**config.mk**
```make
export PLATFORM = sky130hd
export DESIGN_NAME = dual_elevator_dispatch
export DESIGN_NICKNAME = d
export VERILOG_FILES = /design/src/elevd_pkg.sv /design/src/elevd_call.sv /design/src/elevd_car.sv /design/src/dual_elevator_dispatch.sv
export SDC_FILE = /design/constraint.sdc
export NUM_CORES = 1
export LEC_CHECK = 0
export BUFFER_PORTS_ARGS = -buffer_cell sky130_fd_sc_hd__buf_4
export CAP_MARGIN = 20
export CORE_ASPECT_RATIO = 0.75
export CORE_UTILIZATION = 51
export CTS_CLUSTER_SIZE = 24
export DETAILED_ROUTE_END_ITERATION = 8
export HOLD_SLACK_MARGIN = 0.12
export PLACE_DENSITY = 0.81
export SLEW_MARGIN = 20
export SYNTH_ARGS = -nofsm -noshare
export SYNTH_HDL_FRONTEND = slang
export SYNTH_SLANG_ARGS = --single-unit
```
**constraint.sdc**
```tcl
create_clock -name clock -period 4.85 [get_ports clock]
set_clock_uncertainty 0.2 [all_clocks]
set_input_delay 0.2425 -clock clock [delete_from_list [all_inputs] [get_ports clock]]
set_output_delay 0.2425 -clock clock [all_outputs]
set_load 0.03 [all_outputs]
```
**src/elevd_pkg.sv**
```systemverilog
// shared types, codes and display table for the dual elevator dispatcher
`default_nettype none

package elevd_pkg;

   // default number of floors served
   localparam int FLOORS_DEFAULT = 4;
   // entries in each car's target queue, slot 0 is the current target
   localparam int QUEUE_SLOTS = 3;
   // display point is cleared while a car stands idle
   localparam logic [7:0] IDLE_MASK = 8'h7F;

   typedef logic [2:0] slot_type;
   typedef slot_type [QUEUE_SLOTS-1:0] queue_type;

   // request operation codes, unused codes behave as a tick
   typedef enum logic [2:0] {
      OP_CALL    = 3'd0,
      OP_MODE    = 3'd1,
      OP_SENSE_A = 3'd2,
      OP_SENSE_B = 3'd3,
      OP_TICK    = 3'd4
   } op_type;

   // car direction codes
   typedef enum logic [1:0] {
      DIR_IDLE = 2'd0,
      DIR_UP   = 2'd1,
      DIR_DOWN = 2'd3
   } dir_type;

   // call routing modes
   localparam logic [1:0] ROUTE_NONE = 2'd0;
   localparam logic [1:0] ROUTE_A    = 2'd1;
   localparam logic [1:0] ROUTE_B    = 2'd2;
   localparam logic [1:0] ROUTE_BOTH = 2'd3;

   // everything kept for one car
   typedef struct packed {
      queue_type q;
      slot_type  pos;
      dir_type   dir;
   } car_type;

   // per-car view handed back to the top level
   typedef struct packed {
      logic       up;
      logic       down;
      logic       moved;
      logic [7:0] segments;
   } car_out_type;

   // seven-segment code for a floor number
   function automatic logic [7:0] seg_code(input slot_type pos);
      logic [7:0] code;
      unique case (pos)
         3'd0: code = 8'hFC;
         3'd1: code = 8'hF9;
         3'd2: code = 8'hA4;
         3'd3: code = 8'hB0;
         3'd4: code = 8'h99;
         3'd5: code = 8'h92;
         3'd6: code = 8'h82;
         3'd7: code = 8'hF8;
         default: code = 8'hFC;
      endcase
      return code;
   endfunction

endpackage

`default_nettype wire

```
**src/elevd_call.sv**
```systemverilog
// floor call filter and routing into the two target queues
`default_nettype none

module elevd_call #(
   parameter int FLOORS = elevd_pkg::FLOORS_DEFAULT
) (
   input  wire logic                 call_en,
   input  wire elevd_pkg::slot_type  floor,
   input  wire logic [1:0]           route,
   input  wire elevd_pkg::car_type   car_a,
   input  wire elevd_pkg::car_type   car_b,
   output elevd_pkg::queue_type      q_a,
   output elevd_pkg::queue_type      q_b
);

   localparam elevd_pkg::slot_type TOP_FLOOR = 3'(FLOORS);

   typedef struct packed {
      logic                 hit;
      elevd_pkg::queue_type q;
   } try_type;

   // floor ahead of a moving car
   function automatic logic on_way(input elevd_pkg::slot_type pos,
                                   input elevd_pkg::dir_type dir,
                                   input elevd_pkg::slot_type f);
      return (f > pos && dir == elevd_pkg::DIR_UP) ||
             (f < pos && dir == elevd_pkg::DIR_DOWN);
   endfunction

   // call routed to one car only
   function automatic elevd_pkg::queue_type call_single(input elevd_pkg::car_type c,
                                                        input elevd_pkg::slot_type f);
      elevd_pkg::queue_type r;
      r = c.q;
      if (c.dir == elevd_pkg::DIR_IDLE) begin
         r[0] = f;
      end else if (c.q[1] == '0) begin
         r[1] = f;
      end else if (c.q[2] == '0) begin
         if (on_way(c.pos, c.dir, f)) begin
            r[1] = f;
         end else begin
            r[2] = f;
         end
      end
      return r;
   endfunction

   // shared attempt: on the way, or between the first two targets
   function automatic try_type call_try(input elevd_pkg::car_type c,
                                        input elevd_pkg::slot_type f);
      try_type r;
      r.hit = 1'b0;
      r.q   = c.q;
      if (c.q[1] == '0) begin
         if (on_way(c.pos, c.dir, f)) begin
            r.hit  = 1'b1;
            r.q[1] = f;
         end
      end else if (c.q[2] == '0) begin
         if ((c.q[0] < f && f < c.q[1]) || (c.q[0] > f && f > c.q[1])) begin
            r.hit  = 1'b1;
            r.q[2] = c.q[1];
            r.q[1] = f;
         end
      end
      return r;
   endfunction

   logic    dup;
   logic    valid_floor;
   try_type try_a;
   try_type try_b;

   // duplicate check across both queues
   always_comb begin
      dup = 1'b0;
      for (int i = 0; i < elevd_pkg::QUEUE_SLOTS; i++) begin
         if (car_a.q[i] == floor || car_b.q[i] == floor) begin
            dup = 1'b1;
         end
      end
   end

   assign valid_floor = (floor != '0) && (floor <= TOP_FLOOR);
   assign try_a = call_try(car_a, floor);
   assign try_b = call_try(car_b, floor);

   // routing of an accepted call
   always_comb begin
      q_a = car_a.q;
      q_b = car_b.q;
      if (call_en && valid_floor && !dup) begin
         unique case (route)
            elevd_pkg::ROUTE_A: q_a = call_single(car_a, floor);
            elevd_pkg::ROUTE_B: q_b = call_single(car_b, floor);
            elevd_pkg::ROUTE_BOTH: begin
               priority if (car_a.dir == elevd_pkg::DIR_IDLE) begin
                  q_a[0] = floor;
               end else if (car_b.dir == elevd_pkg::DIR_IDLE) begin
                  q_b[0] = floor;
               end else if (try_a.hit) begin
                  q_a = try_a.q;
               end else if (try_b.hit) begin
                  q_b = try_b.q;
               end else begin
                  if (car_a.q[2] == '0) q_a[2] = floor;
                  if (car_b.q[2] == '0) q_b[2] = floor;
               end
            end
            default: begin
               q_a = car_a.q;
               q_b = car_b.q;
            end
         endcase
      end
   end

endmodule

`default_nettype wire

```
**src/elevd_car.sv**
```systemverilog
// one car: floor sensor step, target pop, direction and display code
`default_nettype none

module elevd_car #(
   parameter int FLOORS = elevd_pkg::FLOORS_DEFAULT
) (
   input  wire logic                 sense,
   input  wire elevd_pkg::car_type   cur,
   input  wire elevd_pkg::queue_type q_call,
   output elevd_pkg::car_type        nxt,
   output elevd_pkg::car_out_type    view
);

   localparam elevd_pkg::slot_type TOP_FLOOR = 3'(FLOORS);

   elevd_pkg::slot_type  pos;
   elevd_pkg::queue_type q;
   logic                 moved;

   // advance one floor on a sensor pulse, never past the end floors
   always_comb begin
      pos   = cur.pos;
      moved = 1'b0;
      if (sense) begin
         if (cur.dir == elevd_pkg::DIR_UP && cur.pos < TOP_FLOOR) begin
            pos   = cur.pos + 3'd1;
            moved = 1'b1;
         end else if (cur.dir == elevd_pkg::DIR_DOWN && cur.pos > 3'd1) begin
            pos   = cur.pos - 3'd1;
            moved = 1'b1;
         end
      end
   end

   // pop a reached target, then pick the direction
   always_comb begin
      q = q_call;
      if (pos == q_call[0]) begin
         q[0] = q_call[1];
         q[1] = q_call[2];
         q[2] = '0;
      end
      nxt.q   = q;
      nxt.pos = pos;
      nxt.dir = cur.dir;
      priority if (q[0] == '0) begin
         nxt.dir = elevd_pkg::DIR_IDLE;
      end else if (q[0] > pos) begin
         nxt.dir = elevd_pkg::DIR_UP;
      end else if (q[0] < pos) begin
         nxt.dir = elevd_pkg::DIR_DOWN;
      end
   end

   // motor drives and display
   always_comb begin
      view.up       = (nxt.dir == elevd_pkg::DIR_UP);
      view.down     = (nxt.dir == elevd_pkg::DIR_DOWN);
      view.moved    = moved;
      view.segments = elevd_pkg::seg_code(pos);
      if (nxt.dir == elevd_pkg::DIR_IDLE) begin
         view.segments = view.segments & elevd_pkg::IDLE_MASK;
      end
   end

endmodule

`default_nettype wire

```
**src/dual_elevator_dispatch.sv**
```systemverilog
// Dual elevator dispatcher top level: car state, routing mode and result register.
// Response: registered, valid in the cycle after its request is accepted.
// Throughput: one request per cycle unless a stalled response holds it; the single-pass update logic sets this figure.
// A request is taken while the response register is empty or being drained.
// Reset (synchronous, active high): queues empty, both cars at floor 1 and idle,
// routing to both cars, no response pending.
`default_nettype none

module dual_elevator_dispatch #(
   parameter int FLOORS = elevd_pkg::FLOORS_DEFAULT
) (
   input  wire logic       clock,
   input  wire logic       reset,
   input  wire logic       req_valid,
   output logic            req_stall,
   input  wire logic [2:0] req_op,
   input  wire logic [2:0] req_floor,
   input  wire logic [1:0] req_mode,
   output logic            rsp_valid,
   input  wire logic       rsp_stall,
   output logic            rsp_car_a_up,
   output logic            rsp_car_a_down,
   output logic            rsp_car_b_up,
   output logic            rsp_car_b_down,
   output logic [2:0]      rsp_floor_a,
   output logic [2:0]      rsp_floor_b,
   output logic [7:0]      rsp_segments_a,
   output logic [7:0]      rsp_segments_b,
   output logic            rsp_refresh
);

   elevd_pkg::car_type     car_a_ff, car_a_in;
   elevd_pkg::car_type     car_b_ff, car_b_in;
   logic [1:0]             route_ff, route_in;
   logic                   rsp_valid_ff;
   elevd_pkg::car_out_type view_a, view_b;
   elevd_pkg::queue_type   q_call_a, q_call_b;
   logic                   accept;
   logic                   is_call, sense_a, sense_b;
   elevd_pkg::op_type      op;

   // handshake: stall only while a response waits and is itself stalled
   assign req_stall = rsp_valid_ff && rsp_stall;
   assign accept    = req_valid && !req_stall;
   assign rsp_valid = rsp_valid_ff;

   // operation decode
   always_comb begin
      op      = elevd_pkg::op_type'(req_op);
      is_call = 1'b0;
      sense_a = 1'b0;
      sense_b = 1'b0;
      route_in = route_ff;
      unique case (op)
         elevd_pkg::OP_CALL:    is_call = 1'b1;
         elevd_pkg::OP_MODE: begin
            if (req_mode != elevd_pkg::ROUTE_NONE) route_in = req_mode;
         end
         elevd_pkg::OP_SENSE_A: sense_a = 1'b1;
         elevd_pkg::OP_SENSE_B: sense_b = 1'b1;
         default: begin
            is_call = 1'b0;
         end
      endcase
   end

   // call routing
   elevd_call #(.FLOORS(FLOORS)) u_call (
      .call_en (is_call),
      .floor   (req_floor),
      .route   (route_ff),
      .car_a   (car_a_ff),
      .car_b   (car_b_ff),
      .q_a     (q_call_a),
      .q_b     (q_call_b)
   );

   // per-car update
   elevd_car #(.FLOORS(FLOORS)) u_car_a (
      .sense  (sense_a),
      .cur    (car_a_ff),
      .q_call (q_call_a),
      .nxt    (car_a_in),
      .view   (view_a)
   );

   elevd_car #(.FLOORS(FLOORS)) u_car_b (
      .sense  (sense_b),
      .cur    (car_b_ff),
      .q_call (q_call_b),
      .nxt    (car_b_in),
      .view   (view_b)
   );

   // state and response valid
   always_ff @(posedge clock) begin
      if (reset) begin
         car_a_ff     <= '{q: '0, pos: 3'd1, dir: elevd_pkg::DIR_IDLE};
         car_b_ff     <= '{q: '0, pos: 3'd1, dir: elevd_pkg::DIR_IDLE};
         route_ff     <= elevd_pkg::ROUTE_BOTH;
         rsp_valid_ff <= 1'b0;
      end else begin
         if (accept) begin
            car_a_ff <= car_a_in;
            car_b_ff <= car_b_in;
            route_ff <= route_in;
         end
         if (accept) begin
            rsp_valid_ff <= 1'b1;
         end else if (!rsp_stall) begin
            rsp_valid_ff <= 1'b0;
         end
      end
   end

   // response payload
   always_ff @(posedge clock) begin
      if (accept) begin
         rsp_car_a_up   <= view_a.up;
         rsp_car_a_down <= view_a.down;
         rsp_car_b_up   <= view_b.up;
         rsp_car_b_down <= view_b.down;
         rsp_floor_a    <= car_a_in.pos;
         rsp_floor_b    <= car_b_in.pos;
         rsp_segments_a <= view_a.segments;
         rsp_segments_b <= view_b.segments;
         rsp_refresh    <= view_a.moved || view_b.moved ||
                           (car_a_in.dir != car_a_ff.dir) ||
                           (car_b_in.dir != car_b_ff.dir);
      end
   end

endmodule

`default_nettype wire

```
==> Yosys cells after proc, flatten, opt, wreduce, memory -nomap -nowiden <==
Memories as Yosys holds them, arrays and structs flattened. A register that Yosys moved wholly into a read port is not among the register bits.
Cells that the tools add are included.
{ "word_totals": {"mem_count": 2, "in_bits": 12, "register_bits": 44, "romBits": 112, "output_inout_bits": 29} }
{ "classes": {"n_reduce_logical": 43, "addsub": 4, "eq_ne": 25, "order_cmp": 21, "mux": 72} }
{ "mem_list": {"columns": ["name", "words", "word_bits", "rd", "rd_ports_with_merged_regs", "write_ports", "line", "rtl"], "rows": [
  ["(name not given)", 8, 7, 1, 1, 0, "elevd_pkg.sv:56", "unique case (pos)"],
  ["(name not given)", 8, 7, 1, 1, 0, "elevd_pkg.sv:56", null]
]} }
{ "op_table": {"columns": ["operator", "n"], "rows": [
  ["two-way mux 3 bit", 27],
  ["two-way mux 9 bit", 7],
  ["two-way mux 6 bit", 8],
  ["case mux 9 bit (2 select lines)", 2],
  ["two-way mux 7 bit", 4],
  ["== test 3 bit", 8],
  ["greater-than comparator 3 bit", 8],
  ["< comparator 3 bit", 8],
  ["logical NOT 3 bit", 7],
  ["two-way mux 1 bit", 18],
  ["logical AND 1 bit", 17],
  ["== test 2 bit, second input constant", 6],
  ["two-way mux 2 bit", 6],
  ["== test 2 x 1 -> 1 bit, second input constant", 5],
  ["logical OR 1 bit", 10],
  ["logical NOT 2 bit", 4],
  ["adder 3 x 1 -> 3 bit, second input constant", 2],
  ["== test 3 x 2 -> 1 bit, second input constant", 2],
  ["greater-than comparator 3 x 1 -> 1 bit, second input constant", 2],
  ["< comparator 3 bit, second input constant", 2],
  ["subtractor 3 x 1 -> 3 bit, second input constant", 2],
  ["inequality test 2 bit", 2],
  ["== test 3 x 1 -> 1 bit, second input constant", 1],
  ["less-or-equal comparator 3 bit, second input constant", 1],
  ["other kinds (5)", 6]
]} }

==> Depth between registers and ports, before layout <==
{ "depth": {"word_depth": 21, "mapped_depth": 23, "mapped_depth_nobuf": 20} }

==> Modules after synthesis <==
Synthesis repeated with hierarchy kept, for this count alone.
{ "unflattened": {"cells_unflattened": 569, "area_unflattened_um2": 4944.7} }
{ "by_module_without_submodules": {"columns": ["mod", "area_per_inst_um2", "cells_each", "instances"], "rows": [
  ["dual_elevator_dispatch", 2045.7, 174, 1],
  ["elevd_call", 1447.6, 203, 1],
  ["elevd_car at u_car_a", 737.0, 94, 1],
  ["elevd_car at u_car_b", 714.4, 98, 1]
]} }

==> Worst setup path before layout <==
OpenSTA, ideal clock, no wires.
{ "synth_path": {"kind": "flip-flop to flip-flop", "startpoint": "reg car_a_ff[9] (netlist name)", "endpoint": "reg rsp_refresh, data pin", "period_less_slack_ns": 4.465, "arrival_ns": 4.000, "required_ns": 4.385, "stages_incl_launch_ff": 23, "n_path_buf": 3, "path_slack_ns": 0.385, "cell_sequence": "dfxtp_1 clkbuf_1 inv_1 ha_1 and2_1 a32oi_1 nand4b_4 or3_1 buf_2 mux2_4 xor2_1 nand3_2 buf_6 nand2_1 o21ai_2 ha_1 nor2b_1 o21ai_0 nand2b_1 o21ai_0 o221ai_1 o21ai_1 o211ai_1"} }
{ "synth_rtl": {"columns": ["element", "line", "rtl"], "rows": [
  ["start, declared", "dual_elevator_dispatch.sv:32", "elevd_pkg::car_type car_a_ff, car_a_in;"],
  ["start signal, assigned", "dual_elevator_dispatch.sv:98", "car_a_ff <= '{q: '0, pos: 3'd1, dir: elevd_pkg::DIR_IDLE};"],
  ["start signal, assigned", "dual_elevator_dispatch.sv:104", "car_a_ff <= car_a_in;"],
  ["end signal, assigned", "dual_elevator_dispatch.sv:127", "rsp_refresh <= view_a.moved || view_b.moved ||"],
  ["end, declared", "dual_elevator_dispatch.sv:29", "output logic rsp_refresh"]
]} }

==> impl_metrics.yaml <==
cts:
  cts_tree: "yes"
  clock-sinks: 58
  cts_buffers: 9
  cts_root_buf: "clkbuf_16"
  clockBufferDepth: 2
  clk_pin_slew_ns: 0.06
  cts_max_level: 3
  clock_latency_ns: 0.33
sta:
  holdWs_ns: 0.150
  setup_violations: 0
  worst_slew_pin_slew_ns: 0.813
  slew_headroom_pct: 45.7
  slew_viol_final: 0
  hold_viol: 0
  fmax_mhz: 221
  setup_ws_ns: 0.319
  period_share_pct: 93.4
  period_needed_ns: 4.53
synth:
  synth_area_leaders: "edfxtp_1 (18%), dfxtp_1 (14%), ha_1 (11%), nand2_1 (4.3%), nor2_1 (4.3%)"
  synth_top_area_cell: "edfxtp_1"
  synth_edf_count: 27
  netlist_instances: 537
  dominantRegCellSynth: "dfxtp_1"
  synthTopCellsByCount: "nand2_1 (52), nor2_1 (52), ha_1 (39)"
  synth_fp_nets: 588
  yosys_warnings: 0
  synth_seq_cells: 58
  synthArstFlopShare_pct: 0
  synth_seq_area_share_pct: 31.7
  synth_area_um2: 4520
  avgSynthCellArea_um2: 8.41
  synth.distinct_cells: 76
  synth_top_area_share_pct: 18.0
die:
  start_util_pct: 53.0
  rows: 29
  io_pins: 41
  die_h_um: 83.5
  core_um2: 8530
  die_x_um: 111
  die_area_um2: 9240
drt:
  vias: 4477
  vias_per_cell: 6.30
  drtPass1Iterations: 5
  detail-route-antenna-nets: 0
  wl_per_cell_um: 18.4
  routed_wl_um: 13100
  drtIter0Drc: 385
  drc_errors: 0
setup_path:
  crit_slowest_cell: "or3_4"
  cpPeakStageDelay_ns: 0.46
  critPathLaunch: "car_a_ff[10]"
  r2r_cells: 20
  required_ns: 4.82
  crit_path_end_kind: "register"
  r2r-start: "car_a_ff[10]"
  reg2reg_slack_ns: 0.32
  cp_max_fo: 7
  crit_path_cell_trace: "inv_1 -> ha_1 -> and2_1 -> a32oi_2 -> nand4b_4 -> or3_4 -> mux2_4 -> xor2_2 -> nand3_2 -> nand2_1 -> o21ai_2 -> ha_1 -> nor2b_1 -> o21ai_0 -> nand2b_1 -> buf_4 -> and2_1 -> o221ai_1 -> o21ai_1 -> o211ai_1"
  crit_arrival_ns: 4.50
  crit_end: "rsp_refresh"
  r2r-end: "rsp_refresh"
  worstSetupPathType: "register to register"
  critical_path.startpoint_type: "register"
grt:
  grt_pass1_wl_um: 21000
  grt_max_degree: 33
  grt-ovfl-total: 0
  first_global_vias: 4076
  grt_antenna_before_repair: 0
  grt_usage_pct: 28.6
placed_design:
  dp_hpwl_um: 9480
  dpl_worst_slack_ns: 0.0186
  port_buffers: 40
  globalplace.congestion: 0.953
  placement.cell_area_um2: 5030
  dp_cells: 688
cells_and_area:
  diodes: 0
  design_area_um2: 5400
  final_nets: 649
  fillers: 711
  instances_no_fill: 711
  drive_above_1_share_pct: 19.2
  syn2layout_area_growth_pct: 19.6
power:
  peakVddDrop_mv: 0.249
  pwr_density_cell_nw_per_um2: 270
  leakagePower_nw: 2.26
min_path:
  hold_class: "input pin to register"
run:
  cap_violations: 0
outcome:
  status: "complete, no violations"
## cell families (layout without fill, tap and decap cells)
family                   Yosys count  in the layout  share of synthesized area (%)
AO/OA/AOI/OAI                    147            147                           22.7
XOR/XNOR                          10             10                           1.94
adder cells (fa/ha/maj)           39             39                           10.8
buffers and inverters             59            125                           5.29
flip-flops                        58             58                           31.7
multiplexers                      16             16                           3.82
AND/OR/NAND/NOR                  208            208                           23.7
## stage by stage
stage / util, % / power (W) / TNS, ns
finish: 63.4 / 0.00146 / 0
global route: 63.4 / 0.00151 / -0.0151
CTS: 62.6 / 0.00145 / 0
detailed placement: 59.0 / 0.000872 / 0
global placement: 59.0 / 0.000860 / 0
floorplan: - / 0.000773 / 0
## state kept, by name (all words and copies together), names as in the netlist
signal / flops
rsp_floor_a: 3
route_ff: 2
car_a_ff: 14
rsp_floor_b: 3
car_b_ff: 14
rsp_segments_b: 8
rsp_car_a_up: 1
rsp_car_b_down: 1
rsp_segments_a: 8
rsp_car_b_up: 1
rsp_refresh: 1
rsp_car_a_down: 1
rsp_valid: 1
## worst min path at each step
stage | from | end | slack (ns) | depth (start not counted)
2_1_floorplan | req_valid | rsp_valid | 0.16 | 2
3_3_place_gp | req_valid | rsp_valid | 0.26 | 3
3_5_place_dp | req_mode[0] | route_ff[0] | 0.28 | 3
4_1_cts | rsp_stall | rsp_valid | 0.16 | 5
5_1_grt | req_op[0] | route_ff[0] | 0.20 | 4
6_report | rsp_stall | rsp_valid | 0.15 | 5
## repair_timing
| item | 4_1_cts | 5_1_grt |
|---|---|---|
| hold buffers | 4 | 0 |
| hold endpoints to repair | 15 | 0 |
| gates resized for setup | 0 | 8 |
| buffers inserted | 0 | 3 |
| endpoints found under the setup margin | 0 | 6 |
## worst max-delay path: cells and delay by family, from the launching register on
kind | cells | cell delay [ns]
AO/OA/AOI/OAI | 6 | 0.84
flip-flops | 1 | 0.37
XOR/XNOR | 1 | 0.18
adder cells (fa/ha/maj) | 2 | 0.60
AND/OR/NAND/NOR | 8 | 1.59
multiplexers | 1 | 0.33
buffers and inverters | 2 | 0.24
## cell type report
type	count	area (um^2)	area share [%]
Timing Repair Buffer	71	543	10.1
Inverter	38	143	2.64
Clock inverter	6	35.0	0.648
Multi-Input combinational cell	420	2890	53.4
Clock buffer	10	229	4.24
Sequential cell	58	1430	26.5
Tap cell	108	135	2.50
## metal layers
| metal | vias to the layer above | routed length [um] | track usage, % | share of wire, % |
|---|---|---|---|---|
| li1 | 2105 | - | - | - |
| met1 | 2128 | 5940 | 40.5 | 45 |
| met2 | 221 | 5770 | 44.1 | 44 |
| met3 | 23 | 1180 | 6.25 | 9.0 |
| met4 | 0 | 210 | 7.15 | 1.6 |
| met5 | - | 0 | 0 | 0 |
## power by group
| part | internal (W) | switching [W] | leakage (nW) |
|---|---|---|---|
| clock | 0.000342 | 0.000235 | 0.128 |
| sequential | 0.000539 | 0.0000171 | 0.494 |
| combinational | 0.000121 | 0.000205 | 1.64 |
| total | 0.00100 | 0.000457 | 2.26 |
## layout by cell type (no fill, tap or decap), drive strengths merged, types with 5 or more instances in the layout
| master | count |
|---|---|
| nor2b | 8 |
| or3 | 6 |
| nand2b | 6 |
| a21oi | 31 |
| nor4 | 5 |
| clkbuf | 10 |
| a211oi | 9 |
| o21a | 5 |
| nor2 | 52 |
| o21ai | 36 |
| dfxtp | 31 |
| buf | 67 |
| ha | 39 |
| nand3 | 28 |
| and2 | 10 |
| edfxtp | 27 |
| a21o | 6 |
| inv | 38 |
| xnor2 | 9 |
| nand2 | 52 |
| nor3 | 16 |
| mux2i | 12 |
| a31oi | 6 |
| a32oi | 7 |
No activity file was read; power rests on OpenSTA's default activity.
